==> src/design/lsf_pkg.sv <==
// Shared types, constants and helpers for the learning switch forwarder.
// Used by every module of the block; depends on nothing else.
`timescale 1ns / 1ps

package lsf_pkg;

	localparam int unsigned PORTS_DEF         = 8;
	localparam int unsigned TABLE_ENTRIES_DEF = 16;
	localparam int unsigned QUEUE_DEPTH       = 4;

	localparam int unsigned MAC_W    = 48;
	localparam int unsigned PORT_W   = 3;
	localparam int unsigned MASK_W   = 8;
	localparam int unsigned BYTES_W  = 16;
	localparam int unsigned PCOUNT_W = 4;
	localparam int unsigned FLAGS_W  = 2;
	localparam int unsigned S_DATA_W = 120;

	localparam logic [BYTES_W-1:0]  MIN_FRAME_BYTES = 16'd12;
	localparam logic [PCOUNT_W-1:0] PORT_COUNT_RST  = 4'd8;
	localparam logic [MAC_W-1:0]    BROADCAST_MAC   = {MAC_W{1'b1}};

	// Header as it travels from the front end to the table engine.
	typedef struct packed {
		logic [PORT_W-1:0] ingress;
		logic [MAC_W-1:0]  src_mac;
		logic [MAC_W-1:0]  dst_mac;
		logic              short_frame;
		logic              bcast;
		logic              same_mac;
	} lsf_item_t;

	// Ports 0 .. n-1 are active, with n clamped to the port count of the build.
	function automatic logic [MASK_W-1:0] active_mask(input logic [PCOUNT_W-1:0] pc,
		input int unsigned ports);
		logic [PCOUNT_W-1:0] n;
		logic [MASK_W:0]     one;
		n   = (pc > PCOUNT_W'(ports)) ? PCOUNT_W'(ports) : pc;
		one = (MASK_W+1)'(1) << n;
		return MASK_W'(one - (MASK_W+1)'(1));
	endfunction

endpackage

==> src/design/lsf_fifo.sv <==
// Short queue of classified headers between the front end and the table engine.
// Depends on lsf_pkg for the header type.
`timescale 1ns / 1ps

module lsf_fifo import lsf_pkg::*; #(
	parameter int unsigned DEPTH = QUEUE_DEPTH
) (
	input  logic      clk,
	input  logic      arst_n,
	input  logic      push,
	input  lsf_item_t wdata,
	output logic      full,
	input  logic      pop,
	output lsf_item_t rdata,
	output logic      empty
);

	localparam int unsigned PTR_W = (DEPTH > 1) ? $clog2(DEPTH) : 1;
	localparam int unsigned CNT_W = $clog2(DEPTH + 1);

	lsf_item_t           mem_q [DEPTH];
	logic [PTR_W-1:0]    wr_ptr_q;
	logic [PTR_W-1:0]    rd_ptr_q;
	logic [CNT_W-1:0]    count_q;

	assign full  = (count_q == CNT_W'(DEPTH));
	assign empty = (count_q == '0);
	assign rdata = mem_q[rd_ptr_q];

	always_ff @(posedge clk) begin
		if (push) begin
			mem_q[wr_ptr_q] <= wdata;
		end
	end

	always_ff @(posedge clk or negedge arst_n) begin
		if (!arst_n) begin
			wr_ptr_q <= '0;
			rd_ptr_q <= '0;
			count_q  <= '0;
		end else begin
			if (push) begin
				wr_ptr_q <= (wr_ptr_q == PTR_W'(DEPTH - 1)) ? '0 : wr_ptr_q + 1'b1;
			end
			if (pop) begin
				rd_ptr_q <= (rd_ptr_q == PTR_W'(DEPTH - 1)) ? '0 : rd_ptr_q + 1'b1;
			end
			if (push && !pop) begin
				count_q <= count_q + 1'b1;
			end else if (pop && !push) begin
				count_q <= count_q - 1'b1;
			end
		end
	end

endmodule

==> src/design/lsf_front.sv <==
// Front end: takes header transfers, classifies them and feeds the queue.
// Depends on lsf_pkg for field widths and the header type.
`timescale 1ns / 1ps

module lsf_front import lsf_pkg::*; (
	input  logic                clk,
	input  logic                arst_n,
	input  logic                s_axis_tvalid,
	output logic                s_axis_tready,
	input  logic [S_DATA_W-1:0] s_axis_tdata,
	output logic                push,
	output lsf_item_t           item,
	input  logic                full
);

	logic [PORT_W-1:0]  ingress;
	logic [MAC_W-1:0]   src_mac;
	logic [MAC_W-1:0]   dst_mac;
	logic [BYTES_W-1:0] frame_bytes;
	logic               vld_s1;
	lsf_item_t          item_s1;

	assign ingress     = s_axis_tdata[2:0];
	assign src_mac     = s_axis_tdata[50:3];
	assign dst_mac     = s_axis_tdata[98:51];
	assign frame_bytes = s_axis_tdata[114:99];

	assign push          = vld_s1 && !full;
	assign item          = item_s1;
	assign s_axis_tready = !vld_s1 || !full;

	always_ff @(posedge clk) begin
		if (s_axis_tvalid && s_axis_tready) begin
			item_s1.ingress     <= ingress;
			item_s1.src_mac     <= src_mac;
			item_s1.dst_mac     <= dst_mac;
			item_s1.short_frame <= (frame_bytes < MIN_FRAME_BYTES);
			item_s1.bcast       <= (dst_mac == BROADCAST_MAC);
			item_s1.same_mac    <= (src_mac == dst_mac);
		end
	end

	always_ff @(posedge clk or negedge arst_n) begin
		if (!arst_n) begin
			vld_s1 <= 1'b0;
		end else if (s_axis_tready) begin
			vld_s1 <= s_axis_tvalid;
		end
	end

endmodule

==> src/design/lsf_back.sv <==
// Table engine: scans the address table, learns the source, decides the egress ports.
// Depends on lsf_pkg for the header type and the active port mask helper.
`timescale 1ns / 1ps

module lsf_back import lsf_pkg::*; #(
	parameter int unsigned PORTS         = PORTS_DEF,
	parameter int unsigned TABLE_ENTRIES = TABLE_ENTRIES_DEF
) (
	input  logic                clk,
	input  logic                arst_n,
	input  logic [PCOUNT_W-1:0] port_count,
	input  logic                empty,
	input  lsf_item_t           qdata,
	output logic                pop,
	output logic                out_valid,
	input  logic                out_ready,
	output logic [MASK_W-1:0]   out_mask,
	output logic                out_flooded,
	output logic                out_dropped
);

	localparam int unsigned IDX_W = $clog2(TABLE_ENTRIES);
	localparam int unsigned CNT_W = $clog2(TABLE_ENTRIES + 1);

	localparam logic [1:0] S_IDLE  = 2'd0;
	localparam logic [1:0] S_SCAN  = 2'd1;
	localparam logic [1:0] S_WRITE = 2'd2;
	localparam logic [1:0] S_EMIT  = 2'd3;

	logic [MAC_W-1:0]  mac_mem [TABLE_ENTRIES];
	logic [PORT_W-1:0] port_mem [TABLE_ENTRIES];

	logic [1:0]        state_q;
	lsf_item_t         item_q;
	logic [CNT_W-1:0]  scan_q;
	logic [CNT_W-1:0]  fill_q;
	logic [IDX_W-1:0]  rp_q;
	logic              rvld_s1;
	logic [IDX_W-1:0]  ridx_s1;
	logic [MAC_W-1:0]  rmac_s1;
	logic [PORT_W-1:0] rport_s1;
	logic              src_hit_q;
	logic [IDX_W-1:0]  src_idx_q;
	logic              dst_hit_q;
	logic [IDX_W-1:0]  dst_idx_q;
	logic [PORT_W-1:0] dst_port_q;
	logic [MASK_W-1:0] res_mask_q;
	logic              res_flood_q;
	logic              res_drop_q;
	logic              out_vld_q;
	logic [MASK_W-1:0] out_mask_q;
	logic              out_flood_q;
	logic              out_drop_q;

	logic              rd_en;
	logic [IDX_W-1:0]  rd_addr;
	logic              wr_en;
	logic [IDX_W-1:0]  wr_addr;
	logic [MASK_W-1:0] act;
	logic [MASK_W-1:0] fwd_mask;
	logic              fwd_flood;
	logic              emit_go;

	assign pop     = (state_q == S_IDLE) && !empty;
	assign rd_en   = (state_q == S_SCAN) && (scan_q < fill_q);
	assign rd_addr = scan_q[IDX_W-1:0];
	assign wr_en   = (state_q == S_WRITE);
	assign wr_addr = src_hit_q ? src_idx_q : rp_q;
	assign emit_go = (state_q == S_EMIT) && (!out_vld_q || out_ready);

	assign out_valid   = out_vld_q;
	assign out_mask    = out_mask_q;
	assign out_flooded = out_flood_q;
	assign out_dropped = out_drop_q;

	// The destination counts as known when it equals the source being learned, or
	// when it was found and its entry is not the one the new source overwrites.
	always_comb begin
		act = active_mask(port_count, PORTS);
		if (item_q.bcast) begin
			fwd_flood = 1'b1;
			fwd_mask  = act & ~(MASK_W'(1) << item_q.ingress);
		end else if (item_q.same_mac) begin
			fwd_flood = 1'b0;
			fwd_mask  = act & (MASK_W'(1) << item_q.ingress);
		end else if (dst_hit_q && (src_hit_q || (dst_idx_q != rp_q))) begin
			fwd_flood = 1'b0;
			fwd_mask  = act & (MASK_W'(1) << dst_port_q);
		end else begin
			fwd_flood = 1'b1;
			fwd_mask  = act & ~(MASK_W'(1) << item_q.ingress);
		end
	end

	always_ff @(posedge clk) begin
		if (rd_en) begin
			rmac_s1  <= mac_mem[rd_addr];
			rport_s1 <= port_mem[rd_addr];
			ridx_s1  <= rd_addr;
		end
		if (wr_en) begin
			port_mem[wr_addr] <= item_q.ingress;
			if (!src_hit_q) begin
				mac_mem[wr_addr] <= item_q.src_mac;
			end
		end
	end

	always_ff @(posedge clk) begin
		if (pop) begin
			item_q <= qdata;
		end
		if (rvld_s1 && (rmac_s1 == item_q.src_mac)) begin
			src_idx_q <= ridx_s1;
		end
		if (rvld_s1 && (rmac_s1 == item_q.dst_mac)) begin
			dst_idx_q  <= ridx_s1;
			dst_port_q <= rport_s1;
		end
		if (pop) begin
			res_mask_q  <= '0;
			res_flood_q <= 1'b0;
			res_drop_q  <= 1'b1;
		end else if (wr_en) begin
			res_mask_q  <= fwd_mask;
			res_flood_q <= fwd_flood;
			res_drop_q  <= 1'b0;
		end
		if (emit_go) begin
			out_mask_q  <= res_mask_q;
			out_flood_q <= res_flood_q;
			out_drop_q  <= res_drop_q;
		end
	end

	always_ff @(posedge clk or negedge arst_n) begin
		if (!arst_n) begin
			state_q   <= S_IDLE;
			scan_q    <= '0;
			fill_q    <= '0;
			rp_q      <= '0;
			rvld_s1   <= 1'b0;
			src_hit_q <= 1'b0;
			dst_hit_q <= 1'b0;
			out_vld_q <= 1'b0;
		end else begin
			rvld_s1 <= rd_en;
			if (emit_go) begin
				out_vld_q <= 1'b1;
			end else if (out_ready) begin
				out_vld_q <= 1'b0;
			end
			unique case (state_q)
				S_IDLE: begin
					if (pop) begin
						scan_q    <= '0;
						src_hit_q <= 1'b0;
						dst_hit_q <= 1'b0;
						state_q   <= qdata.short_frame ? S_EMIT : S_SCAN;
					end
				end
				S_SCAN: begin
					if (rd_en) begin
						scan_q <= scan_q + 1'b1;
					end
					if (rvld_s1 && (rmac_s1 == item_q.src_mac)) begin
						src_hit_q <= 1'b1;
					end
					if (rvld_s1 && (rmac_s1 == item_q.dst_mac)) begin
						dst_hit_q <= 1'b1;
					end
					if (!rd_en && !rvld_s1) begin
						state_q <= S_WRITE;
					end
				end
				S_WRITE: begin
					if (!src_hit_q) begin
						rp_q <= (rp_q == IDX_W'(TABLE_ENTRIES - 1)) ? '0 : rp_q + 1'b1;
						if (fill_q != CNT_W'(TABLE_ENTRIES)) begin
							fill_q <= fill_q + 1'b1;
						end
					end
					state_q <= S_EMIT;
				end
				S_EMIT: begin
					if (emit_go) begin
						state_q <= S_IDLE;
					end
				end
				default: begin
					state_q <= S_IDLE;
				end
			endcase
		end
	end

endmodule

==> src/design/learning_switch_forwarder.sv <==
// Top level of the learning switch forwarder: port count register, front end,
// header queue and table engine. Depends on lsf_pkg, lsf_front, lsf_fifo and lsf_back.
`timescale 1ns / 1ps

// Forwarding decision of a learning Ethernet bridge.
// Each transfer on the s_axis channel carries one frame header. The block learns
// the source address against the ingress port and returns one transfer on the
// m_axis channel: the egress port mask in tdata, and the flooded and dropped
// flags in tuser. Frames shorter than 12 bytes are dropped and learn nothing.
// Headers pass a register stage in the front end and a four-entry queue, then
// the table engine scans the valid table entries one per cycle through the
// registered read port of the table memory, matching source and destination
// in the same pass, and then writes the learned entry in its write state.
// A header's time in the engine grows with the number of valid entries in the
// table; a short frame skips the scan and the write and goes straight to emit.
// The scan sets the rate; the front end keeps accepting headers into the queue
// while the engine works and while a result waits for the receiver.
// When m_axis_tready is low the result holds in the output register, the engine
// stalls once its next result is ready, and s_axis_tready falls when the queue fills.
// Reset empties the table (a fill count marks valid entries, so no clearing
// pass is needed) and sets port_count to 8. Write port_count through cfg_we and
// cfg_wdata only while no header is in flight.

module learning_switch_forwarder import lsf_pkg::*; #(
	parameter int unsigned PORTS         = PORTS_DEF,
	parameter int unsigned TABLE_ENTRIES = TABLE_ENTRIES_DEF
) (
	input  logic                clk,
	input  logic                arst_n,
	input  logic                cfg_we,
	input  logic [PCOUNT_W-1:0] cfg_wdata,      // port_count
	input  logic                s_axis_tvalid,
	output logic                s_axis_tready,
	// ingress_port [2:0], src_mac [50:3], dst_mac [98:51], frame_bytes [114:99], zeros above
	input  logic [S_DATA_W-1:0] s_axis_tdata,
	output logic                m_axis_tvalid,
	input  logic                m_axis_tready,
	output logic [MASK_W-1:0]   m_axis_tdata,   // egress_mask [7:0]
	output logic [FLAGS_W-1:0]  m_axis_tuser    // flooded [0], dropped [1]
);

	logic [PCOUNT_W-1:0] port_count_q;
	logic                push;
	lsf_item_t           push_item;
	logic                full;
	logic                pop;
	lsf_item_t           pop_item;
	logic                empty;
	logic                flooded;
	logic                dropped;

	// The active port count is the only configuration register.
	always_ff @(posedge clk or negedge arst_n) begin
		if (!arst_n) begin
			port_count_q <= PORT_COUNT_RST;
		end else if (cfg_we) begin
			port_count_q <= cfg_wdata;
		end
	end

	lsf_front u_front (
		.clk           (clk),
		.arst_n        (arst_n),
		.s_axis_tvalid (s_axis_tvalid),
		.s_axis_tready (s_axis_tready),
		.s_axis_tdata  (s_axis_tdata),
		.push          (push),
		.item          (push_item),
		.full          (full)
	);

	lsf_fifo #(
		.DEPTH (QUEUE_DEPTH)
	) u_fifo (
		.clk    (clk),
		.arst_n (arst_n),
		.push   (push),
		.wdata  (push_item),
		.full   (full),
		.pop    (pop),
		.rdata  (pop_item),
		.empty  (empty)
	);

	lsf_back #(
		.PORTS         (PORTS),
		.TABLE_ENTRIES (TABLE_ENTRIES)
	) u_back (
		.clk         (clk),
		.arst_n      (arst_n),
		.port_count  (port_count_q),
		.empty       (empty),
		.qdata       (pop_item),
		.pop         (pop),
		.out_valid   (m_axis_tvalid),
		.out_ready   (m_axis_tready),
		.out_mask    (m_axis_tdata),
		.out_flooded (flooded),
		.out_dropped (dropped)
	);

	// Result flags share the user sideband, flooded in the low bit.
	assign m_axis_tuser = {dropped, flooded};

endmodule
==> config.mk <==
export PLATFORM = sky130hd
export DESIGN_NAME = learning_switch_forwarder
export DESIGN_NICKNAME = d
export VERILOG_FILES = /design/src/design/lsf_pkg.sv /design/src/design/lsf_fifo.sv /design/src/design/lsf_front.sv /design/src/design/lsf_back.sv /design/src/design/learning_switch_forwarder.sv
export SDC_FILE = /design/constraint.sdc
export NUM_CORES = 1
export LEC_CHECK = 0
export BUFFER_PORTS_ARGS = -buffer_cell sky130_fd_sc_hd__buf_4
export CORE_ASPECT_RATIO = 1.75
export CORE_MARGIN = 2
export CORE_UTILIZATION = 55
export CTS_CLUSTER_DIAMETER = 60
export DETAILED_ROUTE_END_ITERATION = 16
export HOLD_SLACK_MARGIN = 0.05
export PLACE_DENSITY = 0.79
export RECOVER_POWER = 100
export SLEW_MARGIN = 15
export SYNTH_ARGS = -nofsm -noshare
export SYNTH_HDL_FRONTEND = slang
export SYNTH_SLANG_ARGS = --single-unit
==> constraint.sdc <==
create_clock -name clk -period 5.2 [get_ports clk]
set_input_delay 0.52 -clock clk [delete_from_list [all_inputs] [get_ports clk]]
set_output_delay 0.52 -clock clk [all_outputs]
set_load 0.01 [all_outputs]
==> results.cfg, run 1 <==
[outcome]
status = finished, violations left
violations = capacitance limit, slew limit

[sta]
post-route-min-period_ns = 4.077
finClkSkew_ns = 0.03160
fmax_ghz = 0.2453
slew_viol_final = 799
rsz0062_at_grt = false
worst-slew-pin-transition_ns = 2.834
fin_setup_tns_ns = 0
setup_viol = 0
relSlewSlack_pct = -88.91
final-hold-violation-count = 0
min_period_over_period_pct = 78.41

[cts]
cts_tree = yes
cts_max_level = 4
clkTransAtPathRegs_ns = 0.06
ctsRootBufferMaster = clkbuf_16
clk_latency_ns = 0.76
clock_sinks = 1545
cts_made_buffers = 131
post_cts_resized = 0
clockBufferDepth = 3

[floorplan]
rows = 158
dieArea_um2 = 108900
die_w_um = 250.3
core_um2 = 105600
ioPinCount = 141
start_util_pct = 55.32
dieHeight_um = 435.1

[hold_path]
hold_class = in -> reg

[setup_path]
reg2reg_slack_ns = 1.12
critPathMaxFanout = 27
cp-end-kind = flop
critical_path_required_ns = 5.62
critPathArrivalTime_ns = 4.49
critPathLaunchType = flop
worst-setup-path-type = reg -> reg

[pwr]
vdd_ir_drop_max_v = 0.0003989
power_leakage_nw = 20.34
power_density_nw_per_um2 = 552.1

[placed_design]
place_congestion = 0.9633
io_buffers = 133
dp_hpwl_um = 78770
dpl_cell_area_um2 = 61240

[finish]
finalInstanceArea_um2 = 66020
area_growth_pct = 13.05
nets = 3015
final_common_cell = edfxtp_1
layout-drive-gt1-share_pct = 21.28
final_cell_mix = edfxtp_1, mux4_2, clkbuf_1

[route]
dr.pass1.iters = 5
wire_per_inst_um = 32.85
antenna_left = 0
postRouteWirelength_um = 142300
drtIter0Drc = 3331
drc = 0
vias_per_cell = 6.510
vias = 28190

[yosys]
syn-cell-area_um2 = 58400
netlist_instances = 2543
synth_edf_count = 1503
ys_ff_latch = 1545
ys_types = 60
syn_area_per_cell_um2 = 22.97
yosysWarnings = 0
synth_nets = 2692
ys_seq_area_share_pct = 79.00
synthArstFlopShare_pct = 2.071
synthFlopType = edfxtp_1

[global_route]
grt_overflow_total = 0
grt_pass1_wl_um = 204400
grt_pass1_vias = 29310
grt_max_degree = 98
grt_usage_pct = 26.55
antenna_found_initial = 2

[flow_run]
maxCapViolations = 27
==> report_power, final <==
| group | switching, mW | leakage (nW) | total (mW) | internal [mW] |
|---|---|---|---|---|
| combinational | 4.33 | 4.07 | 7.22 | 2.88 |
| clock | 4.41 | 2.06 | 9.81 | 5.40 |
| sequential | 2.22 | 14.2 | 19.4 | 17.2 |
| total | 11.0 | 20.3 | 36.5 | 25.5 |
==> final cells by class <==
class | count | area (µm²)
timing repair buffer | 287 | 2067
clock buffer | 157 | 3428
inverter | 27 | 103.9
tap | 1360 | 1702
multi-input combinational | 874 | 11760
antenna | 1 | 2.502
clock inverter | 80 | 813.3
sequential | 1545 | 46150
fill | 6758 | 39540
==> critical path, stage by stage (launching register included) <==
cell      delay [ns]
dfrtp_1         0.54
clkinv_1        0.34
nor3b_1         0.26
o21ai_0         0.56
nor2_2          1.65
buf_12          0.34
==> timing repair <==
item,CTS,global route
buffers inserted,0,0
endpoints found under the hold margin,135,0
hold buffers,109,0
==> final timing paths <==
path	start	endpoint	cells past startpoint
min reg2reg	u_back.rport_s1[0]$_DFFE_PP_	u_back.dst_port_q[0]$_DFFE_PP_	0
max in group asynchronous	arst_n	u_back.scan_q[1]$_DFFE_PN0P_	2
max reg2reg	u_back.src_hit_q$_DFFE_PN0P_	u_back.mac_mem[9][31]$_DFFE_PP_	5
max	u_back.src_hit_q$_DFFE_PN0P_	u_back.mac_mem[9][31]$_DFFE_PP_	5
min	m_axis_tready	u_back.out_valid$_DFFE_PN0P_	3
min in group asynchronous	arst_n	u_back.out_valid$_DFFE_PN0P_	2
==> flip-flops by register name, indices dropped and copies added (netlist names), 5 cells and up <==
| name | cells |
|---|---|
| u_back.mac_mem | 768 |
| u_fifo.mem_q | 408 |
| u_back.scan_q | 5 |
| u_front.item | 102 |
| u_back.item_q | 101 |
| u_back.out_mask | 8 |
| u_back.fill_q | 5 |
| u_back.res_mask_q | 8 |
| u_back.rmac_s1 | 48 |
| u_back.port_mem | 48 |
==> routing by layer <==
metal  up-vias  wire [µm]  GRT usage (%)  share of wire [%]
met2      1863      73730          44.60                 52
li1      11290          -              -                  -
met1     14660      46590          31.42                 33
met3       379      11110          4.720                7.8
met4         2      10820          17.96                7.6
met5         -          1              0            0.00070
==> cell usage after synthesis (3+ instances only) <==
master | n | share of area (%)
or3_1 | 4 | 0.043
a21oi_1 | 14 | 0.12
mux2i_1 | 4 | 0.069
nand2_1 | 39 | 0.25
buf_6 | 15 | 0.29
nor2_1 | 51 | 0.33
o21ai_0 | 25 | 0.21
buf_1 | 13 | 0.084
xor2_1 | 54 | 0.81
a32o_1 | 5 | 0.086
dfxtp_1 | 10 | 0.34
o211a_1 | 3 | 0.051
nor2b_1 | 3 | 0.032
inv_1 | 26 | 0.17
nor3_1 | 15 | 0.13
a211oi_1 | 3 | 0.039
a31oi_1 | 3 | 0.032
a22o_1 | 3 | 0.045
buf_2 | 24 | 0.21
nor4_1 | 28 | 0.30
dfrtp_1 | 31 | 1.3
nor3b_1 | 5 | 0.064
mux4_2 | 357 | 14
xnor2_1 | 101 | 1.5
nand3b_1 | 5 | 0.064
nand3_1 | 14 | 0.12
nand2b_1 | 12 | 0.13
nand4_1 | 61 | 0.65
and2_1 | 6 | 0.064
o22ai_1 | 3 | 0.032
mux2_2 | 8 | 0.15
ha_1 | 19 | 0.41
edfxtp_1 | 1503 | 77
clkbuf_1 | 43 | 0.28
==> cells by family after synthesis <==
logic type / after synthesis / share of synthesized area, %
DFF: 1545 / 79.00
muxes: 369 / 13.99
and+or+nand+nor: 249 / 2.256
xor gates and xnor gates: 155 / 2.324
buffers and inverters: 124 / 1.054
AOI/OAI and AO/OA: 81 / 0.9384
adders and majority gates: 20 / 0.4413
==> through the flow <==
stage          hold slack [ns]  power [mW]  worst slack [ns]  std cells  utilization (%)
2_1_floorplan           0.2244       23.27             1.175       2543                -
3_3_place_gp            0.4191       25.96             1.948       3984            58.01
3_5_place_dp            0.4212       26.49             1.848       3984            58.01
4_1_cts                 0.1215       36.42             1.858       4330            63.06
5_1_grt                 0.1499       37.43            0.8766       4331            62.54
6_report                0.1557       36.45             1.123       4331            62.54
(Power assumes the default switching activity.)
==> run 2: changes to the inputs <==
==> constraint.sdc (replaced) <==
create_clock -name clk -period 4.2 [get_ports clk]
set_input_delay 0.42 -clock clk [delete_from_list [all_inputs] [get_ports clk]]
set_output_delay 0.42 -clock clk [all_outputs]
set_load 0.01 [all_outputs]
==> results.cfg, run 2 (same netlist as run 1, synthesis figures left out) <==
[finish]
final_common_cell = edfxtp_1
final_cells = 4324
area_growth_pct = 12.66
top_register = u_back.mac_mem
final_cell_mix = edfxtp_1, mux4_2, clkbuf_1
nets = 3007
largest_register_ffs = 768
layout-drive-gt1-share_pct = 21.43

[sta]
slew_viol_final = 570
post-route-min-period_ns = 3.686
worst-slew-pin-transition_ns = 2.748
min_period_over_period_pct = 87.77
rsz0062_at_grt = false
fin_setup_tns_ns = 0
finClkSkew_ns = 0.03054
relSlewSlack_pct = -83.21
setup_viol = 0
fmax_ghz = 0.2713
final-hold-violation-count = 0

[setup_path]
critPathArrivalTime_ns = 4.13
critPathLaunchType = flop
cpLargestDelayFamily = buffers and inverters
critical_path_required_ns = 4.64
cp-end-kind = flop
worst-setup-path-type = reg -> reg
slowest_stage = clkbuf_1
crit_chain = buf_4 -> clkbuf_1 -> mux4_2
critPathMaxFanout = 31
path_buf_inv = 2
max_stage_delay_ns = 2.00

[cts]
clockBufferDepth = 3
clock_sinks = 1545
cts_tree = yes
cts_max_level = 3
post_cts_resized = 0
clk_latency_ns = 0.74
cts_made_buffers = 119
clkTransAtPathRegs_ns = 0.07
post-cts-setup-buffer-count = 0
ctsRootBufferMaster = clkbuf_16

[route]
drc = 0
vias = 28370
postRouteWirelength_um = 145700
antenna_left = 0
wire_per_inst_um = 33.70
vias_per_cell = 6.560
dr.pass1.iters = 6
drtIter0Drc = 3478

[floorplan]
core_um2 = 105600
rows = 158
start_util_pct = 55.32
dieHeight_um = 435.1
die_w_um = 250.3
ioPinCount = 141
dieArea_um2 = 108900

[global_route]
grt_usage_pct = 27.17
antenna_found_initial = 6
grt_overflow_total = 0
grt_max_degree = 133
grt_pass1_vias = 29390
grt_pass1_wl_um = 208500

[placed_design]
dp_hpwl_um = 77590
place_congestion = 1.072
io_buffers = 133
dp_cells = 3988

[outcome]
violations = capacitance limit, slew limit
status = finished, violations left

[pwr]
vdd_ir_drop_max_v = 0.0005778
power_density_nw_per_um2 = 680.8
pwr-share-comb_pct = 21.3
p_int_mw = 31.14
p_sw_mw = 13.66
p_clk_share_pct = 25.4
power_leakage_nw = 20.27
p_sw_share_pct = 30.49
power_frac_seq_pct = 53.3

[hold_path]
hold_class = in -> reg

[flow_run]
maxCapViolations = 12
## run 2: cell type report
class / count / area [µm²]
Sequential cell: 1545 / 46150
Fill cell: 6812 / 39770
Multi-Input combinational cell: 874 / 11780
Clock buffer: 144 / 3136
Timing Repair Buffer: 291 / 2180
Tap cell: 1360 / 1702
Clock inverter: 77 / 724.4
Inverter: 27 / 103.9
Antenna cell: 6 / 15.01
## run 2: layer usage
| metal | global-route usage, % | routed length, µm | vias up |
|---|---|---|---|
| met2 | 46.29 | 75230 | 1876 |
| met3 | 5.329 | 12240 | 420 |
| met5 | 0 | 22 | - |
| li1 | - | - | 11280 |
| met1 | 31.54 | 46890 | 14790 |
| met4 | 17.58 | 11330 | 4 |
## run 2: tightest hold or removal path, cell delays in order
cell	delay, ns
buf_4	0.07
nand2b_1	0.21
nand2b_1	0.08
## run 2: path summary, 6_finish.rpt
kind	startpoint	endpoint	slack, ns	cells after the start
worst max-delay path	u_back.scan_q[3]$_DFFE_PN0P_	u_back.rmac_s1[17]$_DFFE_PP_	0.51	3
worst min-delay path	m_axis_tready	u_back.out_valid$_DFFE_PN0P_	0.09	3
worst max register to register	u_back.scan_q[3]$_DFFE_PN0P_	u_back.rmac_s1[17]$_DFFE_PP_	0.51	3
worst min register to register	u_back.rport_s1[0]$_DFFE_PP_	u_back.dst_port_q[0]$_DFFE_PP_	0.42	0
max in group asynchronous	arst_n	u_fifo.rd_ptr_q[1]$_DFFE_PN0P_	1.90	2
min in group asynchronous	arst_n	u_back.rp_q[0]$_DFFE_PN0P_	0.83	2
## run 2: metrics by stage
step	power, mW	worst slack [ns]	utilization, %	instance area (µm²)	hold WS (ns)
final	44.80	0.5138	62.33	65800	0.08558
after global placement	32.38	1.034	58.24	61480	0.4032
after CTS	44.49	0.9674	62.93	66430	0.06406
after global routing	45.96	0.4140	62.32	65790	0.09051
after detailed placement	32.99	0.9652	58.24	61480	0.4070
after floorplan	28.81	0.1747	-	58400	0.1244
## run 2: timing repair
| item | CTS | global route |
|---|---|---|
| hold endpoints to repair | 136 | 0 |
| hold buffers | 109 | 0 |
| setup endpoints to repair | 0 | 0 |
## run 2: power by group through the flow
stage / Sequential, mW / Clock (mW) / Combinational, mW
3_5_place_dp: 23.9 / 0 / 9.10
5_1_grt: 24.1 / 12.0 / 9.89
3_3_place_gp: 23.5 / 0 / 8.84
6_report: 23.9 / 11.4 / 9.55
2_1_floorplan: 22.9 / 0 / 5.95
4_1_cts: 23.7 / 11.4 / 9.37
